**config.mk**
```make
export PLATFORM = sky130hd
export DESIGN_NAME = thkr_ctrl
export DESIGN_NICKNAME = d
export VERILOG_FILES = /design/src/hdl/thkr_pkg.sv /design/src/hdl/thkr_ctrl.sv
export SDC_FILE = /design/constraint.sdc
export NUM_CORES = 1
export LEC_CHECK = 0
export BUFFER_PORTS_ARGS = -buffer_cell sky130_fd_sc_hd__buf_4
export CORE_UTILIZATION = 39
export DETAILED_ROUTE_END_ITERATION = 6
export PLACE_DENSITY = 0.74
export SLEW_MARGIN = 25
export SYNTH_ARGS = -nofsm -noshare
export SYNTH_HDL_FRONTEND = slang
export SYNTH_SLANG_ARGS = --single-unit
```
**constraint.sdc**
```tcl
create_clock -name clock -period 2.05 [get_ports clock]
set_input_delay 0.1025 -clock clock [delete_from_list [all_inputs] [get_ports clock]]
set_output_delay 0.1025 -clock clock [all_outputs]
set_load 0.02 [all_outputs]
```
**src/hdl/thkr_pkg.sv**
```systemverilog
// Shared types, constants and key tables for the tap-hold key resolver.
// Used by the controller, the datapath and the top level; depends on nothing.

package thkr_pkg;

   localparam logic [15:0] EV_SYN         = 16'd0;
   localparam logic [15:0] EV_KEY         = 16'd1;
   localparam logic [15:0] SYNC_REPORT    = 16'd0;
   localparam logic [15:0] KEY_D          = 16'd32;
   localparam logic [15:0] KEY_F          = 16'd33;
   localparam logic [15:0] META_CODE      = 16'd125;
   localparam logic [15:0] LAYER_MARK     = 16'd256;
   localparam logic [15:0] DEFAULT_TIMEOUT = 16'd200;

   typedef enum logic [1:0] {
      QR_NONE,
      QR_HEAD,
      QR_SCAN,
      QR_TAIL
   } q_rd_type;

   typedef enum logic [2:0] {
      EM_ENTRY,
      EM_TBL,
      EM_MAP,
      EM_META,
      EM_SYNC
   } emit_kind_type;

   typedef enum logic [2:0] {
      RT_ZERO,
      RT_MAP,
      RT_SELF,
      RT_MARK,
      RT_META
   } rt_kind_type;

   typedef struct packed {
      logic          enq;
      q_rd_type      q_rd;
      logic          ld_entry;
      logic          scan_init;
      logic          scan_step;
      logic          pop;
      logic          drop_tail;
      logic          emit;
      emit_kind_type emit_kind;
      logic          rt_wr;
      rt_kind_type   rt_kind;
      logic          layer_set;
      logic          layer_clr;
      logic          flush;
   } cmd_type;

   typedef struct packed {
      logic count_zero;
      logic pend_valid;
      logic out_free;
      logic e_is_key;
      logic e_is_sync;
      logic e_val0;
      logic e_val1;
      logic e_val2;
      logic e_code_in;
      logic e_is_fd;
      logic e_is_f;
      logic m_is_mark;
      logic m_is_zero;
      logic m_is_mod;
      logic timeout;
      logic scan_end;
      logic scan_tap;
      logic scan_other;
   } status_type;

   // Alternate layer map: identity except for the layer overrides.
   function automatic logic [15:0] layer_map(input logic [15:0] code);
      logic [15:0] m;
      unique case (code)
         16'd35: m = 16'd105;
         16'd36: m = 16'd108;
         16'd37: m = 16'd103;
         16'd38: m = 16'd106;
         16'd22: m = 16'd179;
         16'd23: m = 16'd180;
         16'd24: m = 16'd26;
         16'd25: m = 16'd27;
         16'd49: m = 16'd41;
         16'd50: m = 16'd12;
         16'd51: m = 16'd13;
         16'd2:  m = 16'd59;
         16'd3:  m = 16'd60;
         16'd4:  m = 16'd61;
         16'd5:  m = 16'd62;
         16'd6:  m = 16'd63;
         16'd7:  m = 16'd64;
         16'd8:  m = 16'd65;
         16'd9:  m = 16'd66;
         16'd10: m = 16'd67;
         16'd11: m = 16'd68;
         16'd12: m = 16'd87;
         16'd43: m = 16'd88;
         default: m = code;
      endcase
      return m;
   endfunction

   function automatic logic is_modifier(input logic [15:0] c);
      return (c == 16'd56) || (c == 16'd100) || (c == 16'd29) || (c == 16'd97) ||
             (c == 16'd125) || (c == 16'd126) || (c == 16'd42) || (c == 16'd54);
   endfunction

endpackage

```
**src/hdl/thkr_ctrl.sv**
```systemverilog
// Controller state machine for the tap-hold key resolver.
// Depends on thkr_pkg; drives commands to thkr_dp and reads its status.

module thkr_ctrl (
   input  logic                 clock,
   input  logic                 reset,
   input  logic                 req_valid,
   output logic                 req_stall,
   input  thkr_pkg::status_type sts,
   output thkr_pkg::cmd_type    cmd
);

   typedef enum logic [3:0] {
      ST_IDLE,
      ST_RES,
      ST_LD,
      ST_DEC,
      ST_TMO,
      ST_SCAN_RD,
      ST_SCAN_CK,
      ST_TAP,
      ST_HOLD,
      ST_ER_RD,
      ST_ER_LD,
      ST_ER_DEC,
      ST_ER_SYNC,
      ST_FIN
   } state_type;

   state_type state_ff, state_in;
   logic      stall_ff;
   logic      want_emit;
   logic      can_emit;

   assign can_emit = !sts.pend_valid || sts.out_free;

   always_comb begin
      cmd       = '0;
      want_emit = 1'b0;
      state_in  = state_ff;
      unique case (state_ff)
         ST_IDLE: begin
            if (req_valid) begin
               cmd.enq  = 1'b1;
               state_in = ST_RES;
            end
         end
         ST_RES: begin
            if (sts.count_zero) begin
               state_in = ST_FIN;
            end else begin
               cmd.q_rd = thkr_pkg::QR_HEAD;
               state_in = ST_LD;
            end
         end
         ST_LD: begin
            cmd.ld_entry = 1'b1;
            state_in     = ST_DEC;
         end
         ST_DEC: begin
            state_in = ST_RES;
            cmd.pop  = 1'b1;
            if (!sts.e_is_key) begin
               if (sts.e_is_sync) begin
                  want_emit     = 1'b1;
                  cmd.emit      = 1'b1;
                  cmd.emit_kind = thkr_pkg::EM_ENTRY;
               end
            end else if (sts.e_val0) begin
               if (sts.e_code_in) begin
                  cmd.rt_wr   = 1'b1;
                  cmd.rt_kind = thkr_pkg::RT_ZERO;
                  if (sts.m_is_mark) begin
                     cmd.layer_clr = 1'b1;
                  end else if (!sts.m_is_zero) begin
                     want_emit     = 1'b1;
                     cmd.emit      = 1'b1;
                     cmd.emit_kind = thkr_pkg::EM_TBL;
                  end
               end else begin
                  want_emit     = 1'b1;
                  cmd.emit      = 1'b1;
                  cmd.emit_kind = thkr_pkg::EM_ENTRY;
               end
            end else if (sts.e_val1) begin
               if (sts.e_is_fd) begin
                  cmd.pop  = 1'b0;
                  state_in = ST_TMO;
               end else begin
                  want_emit     = 1'b1;
                  cmd.emit      = 1'b1;
                  cmd.emit_kind = thkr_pkg::EM_MAP;
                  cmd.rt_wr     = sts.e_code_in;
                  cmd.rt_kind   = thkr_pkg::RT_MAP;
               end
            end else if (sts.e_val2) begin
               if (!sts.e_code_in) begin
                  want_emit     = 1'b1;
                  cmd.emit      = 1'b1;
                  cmd.emit_kind = thkr_pkg::EM_ENTRY;
               end else if (!sts.m_is_mark) begin
                  want_emit     = 1'b1;
                  cmd.emit      = 1'b1;
                  cmd.emit_kind = thkr_pkg::EM_TBL;
               end
            end
         end
         ST_TMO: begin
            if (sts.timeout) begin
               state_in = ST_HOLD;
            end else begin
               cmd.scan_init = 1'b1;
               state_in      = ST_SCAN_RD;
            end
         end
         ST_SCAN_RD: begin
            if (sts.scan_end) begin
               state_in = ST_ER_RD;
            end else begin
               cmd.q_rd = thkr_pkg::QR_SCAN;
               state_in = ST_SCAN_CK;
            end
         end
         ST_SCAN_CK: begin
            if (sts.scan_tap) begin
               state_in = ST_TAP;
            end else if (sts.scan_other) begin
               state_in = ST_HOLD;
            end else begin
               cmd.scan_step = 1'b1;
               state_in      = ST_SCAN_RD;
            end
         end
         ST_TAP: begin
            want_emit     = 1'b1;
            cmd.emit      = 1'b1;
            cmd.emit_kind = thkr_pkg::EM_ENTRY;
            cmd.rt_wr     = 1'b1;
            cmd.rt_kind   = thkr_pkg::RT_SELF;
            cmd.pop       = 1'b1;
            state_in      = ST_RES;
         end
         ST_HOLD: begin
            cmd.rt_wr = 1'b1;
            cmd.pop   = 1'b1;
            state_in  = ST_RES;
            if (sts.e_is_f) begin
               cmd.layer_set = 1'b1;
               cmd.rt_kind   = thkr_pkg::RT_MARK;
            end else begin
               want_emit     = 1'b1;
               cmd.emit      = 1'b1;
               cmd.emit_kind = thkr_pkg::EM_META;
               cmd.rt_kind   = thkr_pkg::RT_META;
            end
         end
         ST_ER_RD: begin
            cmd.q_rd = thkr_pkg::QR_TAIL;
            state_in = ST_ER_LD;
         end
         ST_ER_LD: begin
            cmd.ld_entry = 1'b1;
            state_in     = ST_ER_DEC;
         end
         ST_ER_DEC: begin
            state_in = ST_FIN;
            if (sts.e_is_key && sts.e_val0) begin
               if (sts.e_code_in && sts.m_is_mark) begin
                  cmd.layer_clr = 1'b1;
                  cmd.drop_tail = 1'b1;
               end else if (!sts.m_is_mod) begin
                  want_emit     = 1'b1;
                  cmd.emit      = 1'b1;
                  cmd.emit_kind = sts.e_code_in ? thkr_pkg::EM_TBL : thkr_pkg::EM_ENTRY;
                  state_in      = ST_ER_SYNC;
               end
            end
         end
         ST_ER_SYNC: begin
            want_emit     = 1'b1;
            cmd.emit      = 1'b1;
            cmd.emit_kind = thkr_pkg::EM_SYNC;
            cmd.drop_tail = 1'b1;
            state_in      = ST_FIN;
         end
         ST_FIN: begin
            if (!sts.pend_valid) begin
               state_in = ST_IDLE;
            end else if (sts.out_free) begin
               cmd.flush = 1'b1;
               state_in  = ST_IDLE;
            end
         end
         default: begin
            state_in = ST_IDLE;
         end
      endcase
      // A result cannot be taken yet: hold every side effect and retry.
      if (want_emit && !can_emit) begin
         cmd      = '0;
         state_in = state_ff;
      end
   end

   always_ff @(posedge clock) begin
      if (reset) begin
         state_ff <= ST_IDLE;
         stall_ff <= 1'b0;
      end else begin
         state_ff <= state_in;
         stall_ff <= (state_in != ST_IDLE);
      end
   end

   assign req_stall = stall_ff;

endmodule

```
==> reports/qor.csv, run 1 <==
metric;value;unit
Chip Height;45.73;µm
cells after synthesis;117;
I/O Buffers;40;
GRT Overall Usage;29.23;%
mux contribution to synthesized area;0;%
number of synthesized flops with an enable pin;0;
final hold vios;0;
Remaining DRCs;0;
post-synth cell types;43;
worst r2r src;state_ff[1];
commonest cells after routing, fill and taps aside;67 x buf_4, 12 x nand2_1, 11 x nor2_1;
syn avg cell area;6.374;µm²
xor and xnor area share after synthesis;0;%
# rows;15;
Synth Area in Simple Gates;44.97;%
fillers;149;
critical path fanouts, max;6;
Max Clk Rate;0.4848;GHz
Synth Flop Type;dfxtp_1;
min cycle time layout;2.063;ns
wirelength, routed;2892;µm
initial DRC count;48;
initial antenna violation count;0;
vias in the first global route;1077;
Max Slew Vio Count;0;
Via density;5.792;
most common cell after layout, fill and taps aside;buf_4;
Starting Density;42.27;%
hold path cells;2;
drt wl/cell;13.97;µm
largest family of logic cells by synthesized area;simple AND/OR/NAND/NOR gates;
max incr delay on CP;0.40;ns
VDD IR max;721.7;µV
r2r worst-path depth;6;
Async SR Flop Fraction;0;%
# IOs;41;
Routed Antenna Nets;0;
worst slack at placement;-0.04376;ns
# Max-Cap Violations;0;
CP max-delay cell;or4_1;
TritonCTS clock tree;done;
Longest Clk Path Bufs;2;
Pre-antenna DRT Iters;4;
Die ar.;2091;µm²
Die Wd;45.73;µm
failing checks;negative setup slack;
TNS Setup;-0.01253;ns
Via Count;1199;
Worst setup EP type;flop;
Critical Path Start Type;flop;
Worst R2R End;req_stall;
crit share post-route;100.6;%
Placer Congestion;0.9301;
adder-cell share of the synthesized area;0;%
GRT overflow;0;
share of cells above drive strength 1;49.45;%
CTS root buffer;clkbuf_4;
Reg clk slew, reported paths;0.04;ns
largest net degree at the start of global routing;11;
Clk Latency, worst-skew pair;0.23;ns
Slew HR;73.47;%
critical path arrival;2.17;ns
H-tree Lvls;1;
worst-margin pin slew;0.3942;ns
run status;finished, violations left;
crit-path cells;nor4bb_4 > o211a_1 > a211o_4 > and2_4 > o41a_1 > or4_1;
Final setup viols;1;
core area;1764;µm²
wire length of the first global-routing pass;4540;µm
Syn Nets;138;
r2r setup slk;-0.01;ns
dpl hpwl;2222;µm
hold path start;reset;
area of the mapped netlist;745.7;µm²
antenna cells;0;
Pwr per Cell Area;1008;nW/µm²
Hold Crit Class;primary input to flop;
hold buffers post-CTS;0;
setup slack after layout;-0.01253;ns
crit path kind;flop to flop;
synthesized flop and latch total;5;
CTS Buf Count;3;
Synth Warn #;0;
area delta synth->final;83.39;%
Layout Nets;204;
Clock Sinks;5;
RSZ-0062 raised after global routing;true;
Required @ worst endpoint;2.16;ns
skew final;0.002659;ns
sequential fraction of the synthesis area;13.42;%
Pleak;0.6218;nW
Compound-Gate Fraction of Synth Area;34.56;%
Hold Crit Endpoint;state_ff[3];
## sequential cells by signal (all words and copies together) (netlist names)
| signal | cells |
|---|---|
| state_ff | 4 |
| req_stall | 1 |
## kinds of logic after synthesis
kind of cell           after synthesis
flip-flops                           5
AO/OA/AOI/OAI                       37
buffers and inverters               13
AND/OR/NAND/NOR                     62
## what timing repair did
item / CTS / global route
setup endpoints to repair: 4 / 8
buffers inserted: 1 / 0
pin swaps: 2 / 0
gates cloned: 0 / 0
resized for setup: 7 / 7
## worst max-delay path, delay by kind of cell, from the launching register on
kind             cells  cell delay [ns]
AO/OA/AOI/OAI        3             0.85
AND/OR/NAND/NOR      3             0.74
flip-flops           1             0.35
## metrics by stage
step | cells | utilization (%) | power, mW | hold WS [ns] | area [µm²]
global placement | 202 | 72.55 | 1.183 | 0.3098 | 1280
finish | 207 | 77.52 | 1.378 | 0.06923 | 1368
floorplan | 117 | - | 0.7380 | 0.1897 | 788.3
detailed placement | 202 | 72.55 | 1.192 | 0.3121 | 1280
global route | 207 | 77.52 | 1.475 | 0.06274 | 1368
CTS | 207 | 75.46 | 1.334 | 0.05669 | 1331
## cells in the mapped netlist, types with 2 or more instances
library cell	n	share of area, %
o21ai_0	5	3.4
a211oi_1	2	2.0
nand4b_1	2	2.3
o31ai_1	2	2.0
clkbuf_1	2	1.0
buf_2	3	2.0
dfxtp_1	5	13
inv_1	7	3.5
nor3_1	5	3.4
a31oi_1	4	3.4
nand4_1	2	1.7
nand2_1	13	6.5
nand3_1	3	2.0
a21oi_1	11	7.4
nor2_1	12	6.0
nor4_1	8	6.7
nor2b_1	2	1.7
nand2b_1	4	3.4
## routing by layer
metal	track usage, %	up-vias	wire [µm]
met4	7.059	0	41
met2	50.57	76	1428
met3	3.571	4	262
li1	-	579	-
met1	38.24	540	1159
met5	0	-	0
## how the worst max path moves through the flow
stage	slack, ns	depth (start not counted)	endpoint	start
global placement	0.009	6	req_stall	state_ff[1]
CTS	-0.009	6	req_stall	state_ff[1]
detailed placement	-0.04	6	req_stall	state_ff[1]
finish	-0.01	6	req_stall	state_ff[1]
floorplan	0.001	8	req_stall	state_ff[2]
global route	-0.11	7	req_stall	state_ff[3]
## where the power goes
| group | switching [mW] | internal, mW | leakage (nW) |
|---|---|---|---|
| clock | 0.0337 | 0.0731 | 0.0150 |
| combinational | 0.554 | 0.505 | 0.563 |
| sequential | 0.0613 | 0.151 | 0.0434 |
## area by class of cell
class	instances	area, µm²	area share, %
clock buffers	4	26.28	1.921
inverters	7	26.28	1.921
multi-input cells	99	670.6	49.04
flip-flops and latches	5	110.1	8.051
well taps	25	31.28	2.287
repair buffers	67	503.0	36.78
No activity file was read; power rests on OpenSTA's default activity.
==> inputs of run 2 (changes only) <==
--- a/config.mk
+++ b/config.mk
@@ -8,6 +8,7 @@
 export BUFFER_PORTS_ARGS = -buffer_cell sky130_fd_sc_hd__buf_4
 export CORE_UTILIZATION = 39
 export DETAILED_ROUTE_END_ITERATION = 6
+export HOLD_SLACK_MARGIN = 0.1
 export PLACE_DENSITY = 0.74
 export SLEW_MARGIN = 25
 export SYNTH_ARGS = -nofsm -noshare
==> reports/qor.csv, run 2 (synthesis gave the netlist of run 1 again) <==
metric;value;unit;change
Final setup viols;1;;unchanged
share of cells above drive strength 1;49.18;%;-0.27 points
Die Wd;45.73;µm;unchanged
VDD IR max;724.1;µV;+0.33%
Worst R2R End;req_stall;;
run status;finished, violations left;;
Worst setup EP type;flop;;
wire length of the first global-routing pass;4554;µm;+0.31%
max FFs per register;4;;unchanged
Die ar.;2091;µm²;unchanged
Critical Path Start Type;flop;;
failing checks;negative setup slack;;
core area;1764;µm²;unchanged
# rows;15;;unchanged
Pleak;0.6260;nW;+0.67%
CP Capture Point;req_stall;;
I/O Buffers;40;;unchanged
Finished Layout Cells;208;;+0.48%
skew final;0.002125;ns;-0.0005339 ns
largest net degree at the start of global routing;11;;unchanged
RSZ-0062 raised after global routing;true;;
Slew HR;73.77;%;+0.29 points
TritonCTS clock tree;done;;
drt wl/cell;14.13;µm;+1.1%
Via density;5.692;;-1.7%
GRT Overall Usage;29.32;%;+0.081 points
r2r worst-path depth;6;;unchanged
Clk Latency, worst-skew pair;0.23;ns;about the same
# IOs;41;;unchanged
switching part of the total;47.14;%;+0.055 points
critical path fanouts, max;6;;unchanged
Routed Antenna Nets;0;;unchanged
vias in the first global route;1084;;+0.65%
worst r2r src;state_ff[1];;
critical path arrival;2.17;ns;about the same
Clock Sinks;5;;unchanged
Pwr per Cell Area;1003;nW/µm²;-0.45%
Chip Height;45.73;µm;unchanged
crit path kind;flop to flop;;
CTS root buffer;clkbuf_4;;
setup slack after layout;-0.01042;ns;+0.002110 ns
clock power share;7.8;%;about the same
Layout Nets;205;;+0.49%
dpl hpwl;2222;µm;unchanged
Starting Density;42.27;%;unchanged
Placer Congestion;0.9301;;unchanged
final hold vios;0;;unchanged
GRT overflow;0;;unchanged
Hold Crit Class;primary input to flop;;
initial antenna violation count;0;;unchanged
TNS Setup;-0.01042;ns;+0.002110 ns
Top reg by flops;state_ff;;
CTS Buf Count;3;;unchanged
worst-margin pin slew;0.3899;ns;-0.004333 ns
Remaining DRCs;0;;unchanged
Reg clk slew, reported paths;0.04;ns;about the same
antenna cells;0;;unchanged
Comb pwr share;76.8;%;about the same
area delta synth->final;84.73;%;
Sw Pwr;0.6514;mW;+0.39%
crit path from;state_ff[1];;
Required @ worst endpoint;2.16;ns;about the same
r2r setup slk;-0.01;ns;about the same
DP Cell Count;202;;unchanged
Max Slew Vio Count;0;;unchanged
min cycle time layout;2.060;ns;-0.002110 ns
H-tree Lvls;1;;unchanged
final total power;1.382;mW;+0.28%
Via Count;1184;;-1.3%
Max Clk Rate;0.4853;GHz;+0.10%
most common cell after layout, fill and taps aside;buf_4;;
Pre-antenna DRT Iters;4;;unchanged
Reg power frac;15.4;%;about the same
crit share post-route;100.5;%;-0.10 points
P_int;0.7304;mW;+0.17%
commonest cells after routing, fill and taps aside;67 x buf_4, 12 x nand2_1, 11 x nor2_1;;
Longest Clk Path Bufs;2;;unchanged
# Max-Cap Violations;0;;unchanged
wirelength, routed;2938;µm;+1.6%
initial DRC count;46;;-4.2%
-- run 2: how the worst min path moves through the flow --
stage / cells past startpoint / to / startpoint
floorplan: 1 / state_ff[3] / reset
global placement: 2 / state_ff[3] / reset
detailed placement: 2 / state_ff[3] / reset
CTS: 5 / req_stall / sts[1]
global route: 5 / state_ff[1] / sts[1]
finish: 5 / req_stall / sts[1]
-- run 2: layer usage --
layer / up-vias / GRT usage (%) / wire length (µm) / part of all wire (%)
li1: 580 / - / - / -
met1: 533 / 38.00 / 1218 / 41
met2: 65 / 51.14 / 1445 / 49
met3: 6 / 3.571 / 222 / 7.6
met4: 0 / 7.059 / 52 / 1.8
met5: - / 0 / 0 / 0
-- run 2: metrics by stage --
step           utilization, %  cell area [µm²]  setup WS, ns  hold slack, ns
3_3_place_gp            72.55             1280      0.008523          0.3098
3_5_place_dp            72.55             1280      -0.04376          0.3121
2_1_floorplan               -            788.3     0.0009506          0.1897
5_1_grt                 78.09             1378       -0.1130          0.4723
4_1_cts                 76.03             1341     -0.009334          0.4216
6_report                78.09             1378      -0.01042          0.4355
-- run 2: layout make-up --
class	instances	area (µm²)
well taps	25	31.28
inverters	7	26.28
repair buffers	68	513.0
multi-input cells	99	670.6
clock buffers	4	26.28
fillers	145	386.6
flip-flops and latches	5	110.1
-- run 2: timing repair --
item                       4_1_cts  5_1_grt
pin swaps                        2        0
hold endpoints to repair         1        0
buffers inserted                 1        0
hold buffers                     1        0
setup endpoints to repair        4        8
resized for setup                7        7
-- run 2: worst max-delay path, cell delays in order (launching register included) --
cell and delay, ns:
dfxtp_4 0.35, nor4bb_4 0.17, o211a_1 0.13, a211o_4 0.35, and2_4 0.16, o41a_1 0.37
or4_1 0.40
-- run 2: power groups by stage --
| stage | clock [mW] | sequential (mW) | combinational, mW |
|---|---|---|---|
| 6_report | 0.107 | 0.213 | 1.06 |
| 4_1_cts | 0.111 | 0.207 | 1.02 |
| 3_3_place_gp | 0 | 0.193 | 0.991 |
| 3_5_place_dp | 0 | 0.199 | 0.993 |
| 2_1_floorplan | 0 | 0.195 | 0.543 |
| 5_1_grt | 0.116 | 0.221 | 1.14 |
==> inputs of run 3 (changes only) <==
--- a/config.mk
+++ b/config.mk
@@ -9,7 +9,7 @@
 export CORE_UTILIZATION = 39
 export DETAILED_ROUTE_END_ITERATION = 6
 export HOLD_SLACK_MARGIN = 0.1
-export PLACE_DENSITY = 0.74
+export PLACE_DENSITY = 0.79
 export SLEW_MARGIN = 25
 export SYNTH_ARGS = -nofsm -noshare
 export SYNTH_HDL_FRONTEND = slang
==> reports/qor.csv, run 3 (synthesis gave the netlist of run 1 again) <==
metric;value;unit;change
VDD IR max;882.6;µV;+22%
# IOs;41;;unchanged
critical path arrival;2.16;ns;about the same
I/O Buffers;40;;unchanged
Hold Crit Class;primary input to flop;;
Worst setup EP type;flop;;
Routed Antenna Nets;0;;unchanged
Pwr per Cell Area;993.4;nW/µm²;-0.96%
Remaining DRCs;0;;unchanged
Starting Density;42.27;%;unchanged
r2r worst-path depth;6;;unchanged
wirelength, routed;2695;µm;-8.3%
Required @ worst endpoint;2.16;ns;about the same
Chip Height;45.73;µm;unchanged
crit path from;state_ff[2];;
max FFs per register;4;;unchanged
Longest Clk Path Bufs;2;;unchanged
Pre-antenna DRT Iters;4;;unchanged
Worst R2R End;req_stall;;
drt wl/cell;13.48;µm;-4.6%
min cycle time layout;2.054;ns;-0.006735 ns
Final setup viols;1;;unchanged
CTS root buffer;clkbuf_4;;
worst-margin pin slew;0.3546;ns;-0.03534 ns
# Max-Cap Violations;0;;unchanged
crit share post-route;100.2;%;-0.33 points
r2r setup slk;-0.004;ns;about the same
skew final;0.005010;ns;+0.002885 ns
critical path fanouts, max;6;;unchanged
GRT Overall Usage;27.04;%;-2.3 points
vias in the first global route;1020;;-5.9%
hold path cells;4;;-1
Max Slew Vio Count;0;;unchanged
crit path kind;flop to flop;;
core area;1764;µm²;unchanged
final hold vios;0;;unchanged
Die ar.;2091;µm²;unchanged
largest net degree at the start of global routing;14;;+3
wire length of the first global-routing pass;4243;µm;-6.8%
Critical Path Start Type;flop;;
Slew HR;76.14;%;+2.4 points
TNS Setup;-0.003683;ns;+0.006735 ns
run status;finished, violations left;;
failing checks;negative setup slack;;
CTS Buf Count;3;;unchanged
worst r2r src;state_ff[2];;
Clk Latency, worst-skew pair;0.23;ns;about the same
initial DRC count;28;;-39%
WHS;0.3174;ns;-0.1182 ns
Reg clk slew, reported paths;0.04;ns;about the same
GRT overflow;0;;unchanged
dpl hpwl;2187;µm;-1.6%
TritonCTS clock tree;done;;
Pleak;0.5890;nW;-5.9%
Layout Nets;197;;-3.9%
CP Capture Point;req_stall;;
Max Clk Rate;0.4869;GHz;+0.33%
antenna cells;0;;unchanged
Die Wd;45.73;µm;unchanged
fillers;154;;+6.2%
RSZ-0062 raised after global routing;true;;
setup slack after layout;-0.003683;ns;+0.006735 ns
Top reg by flops;state_ff;;
share of cells above drive strength 1;45.14;%;-4.0 points
# rows;15;;unchanged
H-tree Lvls;1;;unchanged
Placer Congestion;0.9068;;-2.5%
most common cell after layout, fill and taps aside;buf_4;;
commonest cells after routing, fill and taps aside;57 x buf_4, 13 x nand2_1, 11 x a21oi_1;;
Clock Sinks;5;;unchanged
Via density;5.725;;+0.57%
Via Count;1145;;-3.3%
area delta synth->final;76.01;%;
initial antenna violation count;0;;unchanged
-- run 3: cell count changes in the layout (fill, tap and decap cells not counted), sizes merged --
cell  change
buf       -8
-- run 3: layout make-up --
cell class	instances	area [µm²]	share of cell area (%)
clock buffers	4	26.28	2.002
inverters	7	26.28	2.002
multi-input cells	99	660.6	50.33
flip-flops and latches	5	107.6	8.198
well taps	25	31.28	2.383
repair buffers	60	460.4	35.08
-- run 3: worst min path at each step --
stage	startpoint	end
after floorplan	reset	state_ff[3]
after global placement	reset	state_ff[3]
after detailed placement	reset	state_ff[3]
after CTS	sts[1]	state_ff[1]
after global routing	sts[1]	state_ff[1]
final	sts[1]	state_ff[1]
-- run 3: what timing repair did --
action	4_1_cts	5_1_grt
cloned	0	0
hold buffers	1	0
hold endpoints to repair	1	0
setup endpoints to repair	4	8
setup buffers	0	1
resized for setup	4	9
pin swaps	1	2
-- run 3: power breakdown --
| part | internal (mW) | switching, mW | leakage [nW] |
|---|---|---|---|
| clock | 0.0732 | 0.0345 | 0.0150 |
| combinational | 0.451 | 0.544 | 0.531 |
| sequential | 0.149 | 0.0530 | 0.0431 |
-- run 3: layer usage --
metal	global-route usage, %	wire length, µm	vias up
met2	49.43	1292	49
met5	0	0	-
met3	3.968	149	4
met4	4.706	36	0
met1	33.49	1218	524
li1	-	-	568
-- run 3: metrics by stage --
| stage | setup WS [ns] | cell area (µm²) | utilization, % | std cells | power [mW] |
|---|---|---|---|---|---|
| after detailed placement | -0.03070 | 1220 | 69.15 | 194 | 1.130 |
| after CTS | 0.0006504 | 1270 | 71.99 | 199 | 1.254 |
| after floorplan | 0.0009506 | 788.3 | - | 117 | 0.7380 |
| final | -0.003683 | 1313 | 74.40 | 200 | 1.304 |
| after global placement | 0.009762 | 1220 | 69.15 | 194 | 1.113 |
| after global routing | -0.09581 | 1313 | 74.40 | 200 | 1.400 |
-- run 3: worst max-delay path, stage by stage, from the launching register on --
cell and delay, ns:
dfxtp_4 0.39, nand4b_1 0.19, nor4_4 0.07, a211o_4 0.34
and2_4 0.16, o41a_1 0.38, or4_1 0.39
